--- src/design/pts_pkg.sv ---
// Package for the periodic task slot scheduler.
// Holds item structs, decoded command and result codes, and state encodings.
// Used by pts_front, pts_back and periodic_task_slot_scheduler_unit.
`timescale 1ns / 1ps
`default_nettype none
package pts_pkg;

  localparam int unsigned SlotsDefault  = 20;
  localparam int unsigned ChecksDefault = 5;
  localparam logic [31:0] GapReset      = 32'd10;
  localparam int unsigned QueueDepth    = 2;
  localparam int unsigned ChunkW        = 8;

  localparam logic [2:0] OpTick    = 3'd0;
  localparam logic [2:0] OpCreate  = 3'd1;
  localparam logic [2:0] OpSetIv   = 3'd2;
  localparam logic [2:0] OpPause   = 3'd3;
  localparam logic [2:0] OpRun     = 3'd4;
  localparam logic [2:0] OpRead    = 3'd5;

  typedef enum logic [2:0] {
    K_DUE     = 3'd0,
    K_CREATED = 3'd1,
    K_NOFREE  = 3'd2,
    K_DONE    = 3'd3,
    K_READ    = 3'd4
  } kind_e;

  typedef enum logic [2:0] {
    CMD_TICK,
    CMD_CREATE,
    CMD_SET_IV,
    CMD_PAUSE,
    CMD_RUN,
    CMD_READ,
    CMD_NOP
  } cmd_e;

  typedef enum logic [2:0] {
    ST_IDLE,
    ST_TICK_RD,
    ST_TICK_EX,
    ST_TICK_FIN,
    ST_FIND,
    ST_SLOT_RW
  } st_e;

  typedef struct packed {
    logic [2:0]  operation;
    logic [4:0]  slot_index;
    logic [31:0] period_ms;
    logic [31:0] now_ms;
  } in_item_t;

  typedef struct packed {
    logic [2:0]  result_kind;
    logic [4:0]  result_slot;
    logic [31:0] elapsed_value;
    logic        last_of_run;
  } out_item_t;

  typedef struct packed {
    cmd_e        kind;
    logic        ok;
    logic [4:0]  idx;
    logic [31:0] period;
    logic [31:0] now;
  } cmd_t;

  typedef struct packed {
    logic [31:0] last_run;
    logic [31:0] period;
    logic [31:0] elapsed;
  } row_t;

endpackage
`default_nettype wire

--- src/design/pts_front.sv ---
// Front end: takes items, decodes operation and range-checks the slot index,
// and queues decoded commands for the back end. Depends on pts_pkg.
`timescale 1ns / 1ps
`default_nettype none
module pts_front import pts_pkg::*; #(
  parameter int unsigned SLOTS = SlotsDefault
) (
  input  wire logic     clk_i,
  input  wire logic     rst_ni,
  input  wire logic     start,
  input  wire in_item_t cmd_i,
  output logic          busy,
  input  wire logic     pop_i,
  output logic          head_valid_o,
  output cmd_t          head_o
);

  localparam int unsigned CntW = $clog2(QueueDepth + 1);
  localparam int unsigned PtrW = $clog2(QueueDepth);

  cmd_t            q_mem [QueueDepth];
  logic [PtrW-1:0] wr_q, wr_d, rd_q, rd_d;
  logic [CntW-1:0] cnt_q, cnt_d;
  cmd_t            dec;
  logic            push, pop;

  always_comb begin
    dec.idx    = cmd_i.slot_index;
    dec.period = cmd_i.period_ms;
    dec.now    = cmd_i.now_ms;
    dec.ok     = 32'(cmd_i.slot_index) < 32'(SLOTS);
    unique case (cmd_i.operation)
      OpTick:   dec.kind = CMD_TICK;
      OpCreate: dec.kind = CMD_CREATE;
      OpSetIv:  dec.kind = CMD_SET_IV;
      OpPause:  dec.kind = CMD_PAUSE;
      OpRun:    dec.kind = CMD_RUN;
      OpRead:   dec.kind = CMD_READ;
      default:  dec.kind = CMD_NOP;
    endcase
  end

  assign busy         = cnt_q == CntW'(QueueDepth);
  assign push         = start && !busy;
  assign head_valid_o = cnt_q != '0;
  assign pop          = pop_i && head_valid_o;
  assign head_o       = q_mem[rd_q];

  always_comb begin
    wr_d  = push ? PtrW'(wr_q + 1'b1) : wr_q;
    rd_d  = pop ? PtrW'(rd_q + 1'b1) : rd_q;
    cnt_d = cnt_q;
    if (push && !pop) begin
      cnt_d = CntW'(cnt_q + 1'b1);
    end else if (pop && !push) begin
      cnt_d = CntW'(cnt_q - 1'b1);
    end
  end

  always_ff @(posedge clk_i or negedge rst_ni) begin
    if (!rst_ni) begin
      wr_q  <= '0;
      rd_q  <= '0;
      cnt_q <= '0;
    end else begin
      wr_q  <= wr_d;
      rd_q  <= rd_d;
      cnt_q <= cnt_d;
    end
  end

  always_ff @(posedge clk_i) begin
    if (push) begin
      q_mem[wr_q] <= dec;
    end
  end

endmodule
`default_nettype wire

--- src/design/pts_back.sv ---
// Back end: executes decoded commands against the slot table.
// Slot timing words live in a one-port-read memory with per-slot valid bits.
// Depends on pts_pkg.
`timescale 1ns / 1ps
`default_nettype none
module pts_back import pts_pkg::*; #(
  parameter int unsigned SLOTS  = SlotsDefault,
  parameter int unsigned CHECKS = ChecksDefault
) (
  input  wire logic  clk_i,
  input  wire logic  rst_ni,
  input  wire logic  head_valid_i,
  input  wire cmd_t  head_i,
  output logic       pop_o,
  output logic       res_valid_o,
  output out_item_t  res_o
);

  localparam int unsigned SW     = $clog2(SLOTS);
  localparam int unsigned CntW   = $clog2(CHECKS + 1);
  localparam int unsigned NChunk = (SLOTS + ChunkW - 1) / ChunkW;
  localparam int unsigned ChW    = $clog2(NChunk + 1);
  localparam int unsigned PadW   = NChunk * ChunkW;

  st_e               state_q, state_d;
  cmd_t              cmd_q, cmd_d;
  logic [SW-1:0]     cur_q, cur_d, scan_q, scan_d, scan_nxt, idx_slot, found_slot;
  logic [CntW-1:0]   cnt_q, cnt_d;
  logic [ChW-1:0]    chunk_q, chunk_d;
  logic [31:0]       gap_q, gap_d, lct_q, lct_d;
  logic              pend_v_q, pend_v_d;
  logic [SW-1:0]     pend_slot_q, pend_slot_d;
  logic [31:0]       pend_e_q, pend_e_d;
  logic [SLOTS-1:0]  active_q, active_d, paused_q, paused_d, valid_q, valid_d;
  logic              res_v_q, res_v_d;
  out_item_t         res_q, res_d;

  row_t              mem [SLOTS];
  row_t              rd_q, row, wdata;
  logic              rd_en, mem_we;
  logic [SW-1:0]     rd_addr;

  logic              gap_pass, scan_run, cnt_last, due, found, chunk_last;
  logic [31:0]       elapsed;
  logic [PadW-1:0]   act_pad;
  logic [ChunkW-1:0] chunk_bits;
  logic [2:0]        pos;

  assign idx_slot   = SW'(head_i.idx);
  assign gap_pass   = (head_i.now - lct_q) > gap_q;
  assign scan_run   = active_q[scan_q] && !paused_q[scan_q];
  assign cnt_last   = cnt_q == CntW'(CHECKS - 1);
  assign scan_nxt   = (scan_q == SW'(SLOTS - 1)) ? '0 : SW'(scan_q + 1'b1);
  assign row        = valid_q[cur_q] ? rd_q : '0;
  assign elapsed    = cmd_q.now - row.last_run;
  assign due        = elapsed >= row.period;
  assign chunk_last = chunk_q == ChW'(NChunk - 1);
  assign pop_o      = (state_q == ST_IDLE) && head_valid_i;

  // free-slot search, one chunk of active bits per cycle; pad bits read busy
  always_comb begin
    act_pad = '1;
    act_pad[SLOTS-1:0] = active_q;
    chunk_bits = act_pad[ChunkW*chunk_q +: ChunkW];
    found = !(&chunk_bits);
    pos = '0;
    for (int i = ChunkW - 1; i >= 0; i--) begin
      if (!chunk_bits[i]) begin
        pos = 3'(i);
      end
    end
    found_slot = SW'({chunk_q, pos});
  end

  always_comb begin
    state_d = state_q;
    unique case (state_q)
      ST_IDLE: begin
        if (head_valid_i) begin
          unique case (head_i.kind)
            CMD_TICK:   state_d = gap_pass ? ST_TICK_RD : ST_IDLE;
            CMD_CREATE: state_d = ST_FIND;
            CMD_SET_IV,
            CMD_READ:   state_d = head_i.ok ? ST_SLOT_RW : ST_IDLE;
            default:    state_d = ST_IDLE;
          endcase
        end
      end
      ST_TICK_RD: begin
        if (scan_run) begin
          state_d = ST_TICK_EX;
        end else if (cnt_last) begin
          state_d = ST_TICK_FIN;
        end
      end
      ST_TICK_EX:  state_d = cnt_last ? ST_TICK_FIN : ST_TICK_RD;
      ST_TICK_FIN: state_d = ST_IDLE;
      ST_FIND: begin
        if (found) begin
          state_d = ST_SLOT_RW;
        end else if (chunk_last) begin
          state_d = ST_IDLE;
        end
      end
      ST_SLOT_RW:  state_d = ST_IDLE;
      default:     state_d = ST_IDLE;
    endcase
  end

  always_comb begin
    cmd_d       = cmd_q;
    cur_d       = cur_q;
    scan_d      = scan_q;
    cnt_d       = cnt_q;
    chunk_d     = chunk_q;
    gap_d       = gap_q;
    lct_d       = lct_q;
    pend_v_d    = pend_v_q;
    pend_slot_d = pend_slot_q;
    pend_e_d    = pend_e_q;
    active_d    = active_q;
    paused_d    = paused_q;
    valid_d     = valid_q;
    res_v_d     = 1'b0;
    res_d       = '0;
    rd_en       = 1'b0;
    rd_addr     = cur_q;
    mem_we      = 1'b0;
    wdata       = row;
    unique case (state_q)
      ST_IDLE: begin
        if (head_valid_i) begin
          cmd_d    = head_i;
          cur_d    = idx_slot;
          cnt_d    = '0;
          chunk_d  = '0;
          pend_v_d = 1'b0;
          unique case (head_i.kind)
            CMD_TICK: begin
              if (gap_pass) begin
                lct_d = head_i.now;
              end else begin
                res_v_d = 1'b1;
                res_d   = '{K_DONE, 5'd0, 32'd0, 1'b1};
              end
            end
            CMD_CREATE: ;
            CMD_SET_IV: begin
              if (head_i.ok) begin
                rd_en   = 1'b1;
                rd_addr = idx_slot;
                if ((head_i.period >> 2) < gap_q) begin
                  gap_d = head_i.period >> 2;
                end
              end else begin
                res_v_d = 1'b1;
                res_d   = '{K_DONE, head_i.idx, 32'd0, 1'b1};
              end
            end
            CMD_PAUSE,
            CMD_RUN: begin
              if (head_i.ok) begin
                paused_d[idx_slot] = head_i.kind == CMD_PAUSE;
              end
              res_v_d = 1'b1;
              res_d   = '{K_DONE, head_i.idx, 32'd0, 1'b1};
            end
            CMD_READ: begin
              if (head_i.ok) begin
                rd_en   = 1'b1;
                rd_addr = idx_slot;
              end else begin
                res_v_d = 1'b1;
                res_d   = '{K_READ, head_i.idx, 32'd0, 1'b1};
              end
            end
            default: begin
              res_v_d = 1'b1;
              res_d   = '{K_DONE, 5'd0, 32'd0, 1'b1};
            end
          endcase
        end
      end
      ST_TICK_RD: begin
        cur_d = scan_q;
        if (scan_run) begin
          rd_en   = 1'b1;
          rd_addr = scan_q;
        end else begin
          scan_d = scan_nxt;
          cnt_d  = CntW'(cnt_q + 1'b1);
        end
      end
      ST_TICK_EX: begin
        mem_we          = 1'b1;
        valid_d[cur_q]  = 1'b1;
        wdata.elapsed   = elapsed;
        wdata.last_run  = due ? cmd_q.now : row.last_run;
        if (due) begin
          // hold each due slot back one step so the final one can carry last
          if (pend_v_q) begin
            res_v_d = 1'b1;
            res_d   = '{K_DUE, 5'(pend_slot_q), pend_e_q, 1'b0};
          end
          pend_v_d    = 1'b1;
          pend_slot_d = cur_q;
          pend_e_d    = elapsed;
        end
        scan_d = scan_nxt;
        cnt_d  = CntW'(cnt_q + 1'b1);
      end
      ST_TICK_FIN: begin
        res_v_d = 1'b1;
        if (pend_v_q) begin
          res_d = '{K_DUE, 5'(pend_slot_q), pend_e_q, 1'b1};
        end else begin
          res_d = '{K_DONE, 5'd0, 32'd0, 1'b1};
        end
        pend_v_d = 1'b0;
      end
      ST_FIND: begin
        if (found) begin
          active_d[found_slot] = 1'b1;
          cur_d   = found_slot;
          rd_en   = 1'b1;
          rd_addr = found_slot;
        end else begin
          chunk_d = ChW'(chunk_q + 1'b1);
          if (chunk_last) begin
            res_v_d = 1'b1;
            res_d   = '{K_NOFREE, 5'd0, 32'd0, 1'b1};
          end
        end
      end
      ST_SLOT_RW: begin
        res_v_d = 1'b1;
        unique case (cmd_q.kind)
          CMD_CREATE: begin
            mem_we         = 1'b1;
            valid_d[cur_q] = 1'b1;
            wdata.last_run = cmd_q.now;
            wdata.elapsed  = '0;
            res_d = '{K_CREATED, 5'(cur_q), 32'd0, 1'b1};
          end
          CMD_SET_IV: begin
            mem_we         = 1'b1;
            valid_d[cur_q] = 1'b1;
            wdata.period   = cmd_q.period;
            res_d = '{K_DONE, cmd_q.idx, 32'd0, 1'b1};
          end
          CMD_READ: res_d = '{K_READ, cmd_q.idx, row.elapsed, 1'b1};
          default:  res_d = '{K_DONE, 5'd0, 32'd0, 1'b1};
        endcase
      end
      default: ;
    endcase
  end

  always_ff @(posedge clk_i or negedge rst_ni) begin
    if (!rst_ni) begin
      state_q  <= ST_IDLE;
      scan_q   <= '0;
      cnt_q    <= '0;
      chunk_q  <= '0;
      gap_q    <= GapReset;
      lct_q    <= '0;
      pend_v_q <= 1'b0;
      active_q <= '0;
      paused_q <= '0;
      valid_q  <= '0;
      res_v_q  <= 1'b0;
    end else begin
      state_q  <= state_d;
      scan_q   <= scan_d;
      cnt_q    <= cnt_d;
      chunk_q  <= chunk_d;
      gap_q    <= gap_d;
      lct_q    <= lct_d;
      pend_v_q <= pend_v_d;
      active_q <= active_d;
      paused_q <= paused_d;
      valid_q  <= valid_d;
      res_v_q  <= res_v_d;
    end
  end

  always_ff @(posedge clk_i) begin
    cmd_q       <= cmd_d;
    cur_q       <= cur_d;
    pend_slot_q <= pend_slot_d;
    pend_e_q    <= pend_e_d;
    res_q       <= res_d;
  end

  always_ff @(posedge clk_i) begin
    if (mem_we) begin
      mem[cur_q] <= wdata;
    end
    if (rd_en) begin
      rd_q <= mem[rd_addr];
    end
  end

  assign res_valid_o = res_v_q;
  assign res_o       = res_q;

endmodule
`default_nettype wire

--- src/design/periodic_task_slot_scheduler_unit.sv ---
// Periodic task slot scheduler, top level: front end with command queue, back end.
// Tick below gap, pause, run and unknown ops answer from idle; set and read pass through
// a slot read/write state; a full tick checks at most CHECKS slots; create searches 8 slots per chunk.
// The back end holds one item at a time and takes the next only once idle;
// a 2-entry queue takes items meanwhile.
// Reset clears all control state; slot memory reads zero until written via valid bits.
// Results are strobed for one cycle; the receiver cannot stall. Depends on pts_pkg.
`timescale 1ns / 1ps
`default_nettype none
module periodic_task_slot_scheduler_unit import pts_pkg::*; #(
  parameter int unsigned SLOTS  = SlotsDefault,
  parameter int unsigned CHECKS = ChecksDefault
) (
  input  wire logic     clk_i,
  input  wire logic     rst_ni,
  input  wire logic     start,
  input  wire in_item_t cmd_i,
  output logic          busy,
  output logic          res_valid_o,
  output out_item_t     res_o
);

  logic head_valid, pop;
  cmd_t head;

  pts_front #(
    .SLOTS(SLOTS)
  ) u_front (
    .clk_i       (clk_i),
    .rst_ni      (rst_ni),
    .start       (start),
    .cmd_i       (cmd_i),
    .busy        (busy),
    .pop_i       (pop),
    .head_valid_o(head_valid),
    .head_o      (head)
  );

  pts_back #(
    .SLOTS (SLOTS),
    .CHECKS(CHECKS)
  ) u_back (
    .clk_i       (clk_i),
    .rst_ni      (rst_ni),
    .head_valid_i(head_valid),
    .head_i      (head),
    .pop_o       (pop),
    .res_valid_o (res_valid_o),
    .res_o       (res_o)
  );

endmodule
`default_nettype wire
--- config.mk ---
export PLATFORM = sky130hd
export DESIGN_NAME = periodic_task_slot_scheduler_unit
export DESIGN_NICKNAME = d
export VERILOG_FILES = /design/src/design/pts_pkg.sv /design/src/design/pts_front.sv /design/src/design/pts_back.sv /design/src/design/periodic_task_slot_scheduler_unit.sv
export SDC_FILE = /design/constraint.sdc
export NUM_CORES = 2
export LEC_CHECK = 0
export ABC_AREA = 0
export BUFFER_PORTS_ARGS = -buffer_cell sky130_fd_sc_hd__buf_2
export CAP_MARGIN = 10
export CELL_PAD_IN_SITES_DETAIL_PLACEMENT = 1
export CELL_PAD_IN_SITES_GLOBAL_PLACEMENT = 2
export CORE_AREA = 2 2 498 500
export DETAILED_ROUTE_END_ITERATION = 6
export DIE_AREA = 0 0 500 502
export PLACE_DENSITY_LB_ADDON = 0.2
export SETUP_SLACK_MARGIN = 0.4
export SLEW_MARGIN = 25
export SYNTH_ARGS = -nofsm -noshare
export SYNTH_HDL_FRONTEND = slang
export SYNTH_SLANG_ARGS = --single-unit
--- constraint.sdc ---
create_clock -name clk_i -period 8.9 [get_ports clk_i]
set_input_delay 0.445 -clock clk_i [delete_from_list [all_inputs] [get_ports clk_i]]
set_output_delay 0.445 -clock clk_i [all_outputs]
set_load 0.005 [all_outputs]
==> results.ini <==
[global_route]
grt_pass1_wl_um=476700
grt_pass1_vias=66500
grtUsageTotal=0.2617
grt-ovfl-total=0
antenna_found_initial=25
grt_max_degree=151

[place]
io_buffers=117
dp_hpwl_um=181700
place_inst=10430
pre_cts_ws_ps=429.5
gp_congestion=0.8513

[die]
rows=182
io_pins=118
dieArea_um2=251000
core_um2=245300
die_w_um=500
fp.dieH_um=502
initial_core_util=0.4195

[worst_setup_path]
timing.rr.end=u_back.mem[10][78]$_DFFE_PP_
slowest_delay_ps=600
critical_path_arrival_ps=8830
start_kind=flop
crit_type=reg -> reg
rr_worst_depth=28
r2r-start=u_back.cur_q[0]$_DFFE_PP_
cp.required_ps=9680
end_kind=flop
r2r_setup_slack_ps=850
cp_common_cell=a21o_1
crit_slowest_cell=o311ai_0
crit_path_max_fanout=21
worstSetupStartpoint=u_back.cur_q[0]$_DFFE_PP_

[synth]
muxShareOfSynthArea=0.05444
ys_seq_elements=2458
synth.net_count=7580
ys_seq_area_frac=0.7065
syn_avg_cell_area_um2=14.01
synth_flop_cell=edfxtp_1
synth_simple_gate_area_frac=0.08597
syn_inst=7344
synth-compound-area-share=0.1026
ys_types=93
synthArstFlopShare=0.05736
yosys_warnings=0
synth_top_family_by_area=compound AO/OA/AOI/OAI gates
mappedNetlistArea_um2=102900
synth-xor-area-share=0.004852
synth_edf_count=2276
yosys.area_share.adder=0.01982

[clocking]
clk_latency_ps=960
cts-root-buf=clkbuf_16
clkSlewWorstSetupHoldPaths_ps=60
post-cts-setup-buffer-count=0
tritoncts=yes
cts.sinks=2458
cts-buffers-inserted=287
clk_path_buf_depth=4
h-tree-depth=5

[sta]
hold_viol=0
worst_pin_slew_ps=1074
fin_skew_ps=64.10
fin_ws_ps=848.6
max_freq_mhz=124.2
rsz0062_at_grt=false
setup_violations=0
timing.final.crit_period_ps=8051
fin_crit_sh=0.9047
maxSlewHeadroom=0.2841
fin_tns_setup_ps=0
finalMaxSlewViolations=0

[routing]
drt_wl_total_um=333600
firstDrtPassIters=5
via_count=64960
wire_per_inst_um=30.34
ant_nets=0
avgViaCountPerCell=5.908
drc=0
drtIter0Drc=6469

[run_status]
status=finished, final reports clean

[min_path]
min_path_type=in -> async

[run]
drv_cap=0

[layout]
fin_nets=7812
finalNonFillerCells=11000
layout-drive-gt1-share=0.1401
fill_cells=24050
area_growth_pct=13.68

-- layout make-up --
type                       count  area (um^2)  area share
sequential                  2458        72700      0.6215
multi-input combinational   4324        27940      0.2389
tap                         3220         4029     0.03444
timing repair buffer         366         3148     0.02691
inverter                     139        523.0    0.004471
clock inverter               128        993.5    0.008493
clock buffer                 360         7634     0.06526
antenna                        1        2.502  0.00002139
-- state kept, by name, summed over array words and instances (netlist names), 2 cells and up --
name and cells:
u_back.scan_q 5, u_back.lct_q 32, u_back.res_o 41, u_back.cur_q 5
u_back.paused_q 20, u_back.valid_q 20, u_back.cnt_q 3, u_back.gap_q 30
u_back.mem 1920, u_back.state_q 3, u_back.pend_slot_q 5, u_back.rd_q 96
u_back.cmd_q 72, u_back.pend_e_q 32, u_back.active_q 20, u_front.cnt_q 2
u_front.q_mem 146, u_back.chunk_q 2
-- stage by stage --
step	utilization	area (um^2)	hold slack, ps
floorplan	-	102900	149.4
global placement	0.4380	107400	442.3
detailed placement	0.4384	107500	450.1
CTS	0.4766	116900	139.4
global route	0.4769	117000	191.1
finish	0.4769	117000	166.4
-- what timing repair did --
item / CTS / global route
resized for setup: 1 / 5
hold buffers: 74 / 0
setup endpoints to repair: 20 / 640
gates cloned: 0 / 0
endpoints found under the hold margin: 247 / 0
-- worst max path at each step --
stage	to	slack [ps]	cells after the start
4_1_cts	u_back.mem[14][78]$_DFFE_PP_	450	28
3_3_place_gp	u_back.mem[10][78]$_DFFE_PP_	480	26
3_5_place_dp	u_back.mem[10][78]$_DFFE_PP_	430	26
2_1_floorplan	u_back.pend_e_q[0]$_DFFE_PP_	1590	27
6_report	u_back.mem[10][78]$_DFFE_PP_	850	28
5_1_grt	u_back.mem[10][78]$_DFFE_PP_	440	28
-- metal layers --
| layer | up-vias | wire [um] | GRT usage |
|---|---|---|---|
| li1 | 28010 | - | - |
| met1 | 34380 | 148300 | 0.3731 |
| met2 | 2172 | 156200 | 0.4219 |
| met3 | 395 | 22260 | 0.04173 |
| met4 | 4 | 6876 | 0.05805 |
| met5 | - | 27 | 0 |
-- cell families after synthesis --
logic type | count (synthesis)
xor+xnor | 57
simple gates | 2057
mux | 513
buf+inv | 562
flops | 2458
fa+ha+maj | 162
compound gates | 1535
-- cells in the final DEF, fill, tap and decap left out, types with 137 or more instances in the layout --
cell type / count
o21ai_0: 140
o21a_1: 206
mux2i_1: 248
a21oi_1: 466
ha_1: 159
dfrtp_1: 137
o21ai_1: 143
edfxtp_1: 2276
nand2_1: 1353
clkbuf_16: 293
nand3_1: 329
mux2_2: 210
-- cells in the mapped netlist (8+ instances only) --
cell type,n,area share
edfxtp_1,2276,0.66
nand2_1,1355,0.049
a21oi_1,466,0.023
nand3_1,329,0.016
mux2i_1,248,0.024
clkbuf_1,223,0.0081
mux2_2,210,0.023
o21a_1,208,0.015
o21ai_0,163,0.0079
ha_1,159,0.019
dfrtp_1,139,0.034
buf_2,138,0.0067
inv_1,136,0.0050
o21ai_1,133,0.0065
a211oi_1,113,0.0082
and3_1,111,0.0067
a221o_1,106,0.010
nor2_1,99,0.0036
o211ai_2,87,0.011
a21o_1,63,0.0046
a22o_1,59,0.0050
dfxtp_1,41,0.0080
xnor2_1,41,0.0035
mux2_1,40,0.0044
nor3_1,29,0.0014
or2_2,28,0.0017
nand2b_1,26,0.0016
nor2b_1,20,0.0012
o21bai_1,19,0.0014
buf_4,18,0.0013
buf_6,17,0.0019
o211ai_1,17,0.0012
and2_1,16,0.00097
xor2_1,16,0.0014
buf_1,15,0.00055
nand4_1,13,0.00079
mux4_2,11,0.0024
a22oi_1,9,0.00066
a31oi_1,9,0.00055
o22ai_1,9,0.00055
buf_12,8,0.0016
or3_1,8,0.00049
-- worst max-delay path, delay by kind of cell, from the launching register on --
| kind | cells | cell delay, ps |
|---|---|---|
| and+or+nand+nor | 3 | 550 |
| xor gates and xnor gates | 1 | 210 |
| adders and majority gates | 3 | 1080 |
| buffers and inverters | 3 | 910 |
| AOI/OAI and AO/OA | 15 | 3680 |
| muxes | 3 | 820 |
| DFF | 1 | 590 |
Power is not shown: default switching activity piles up to over one toggle a cycle in this logic, so the estimate is an artifact.
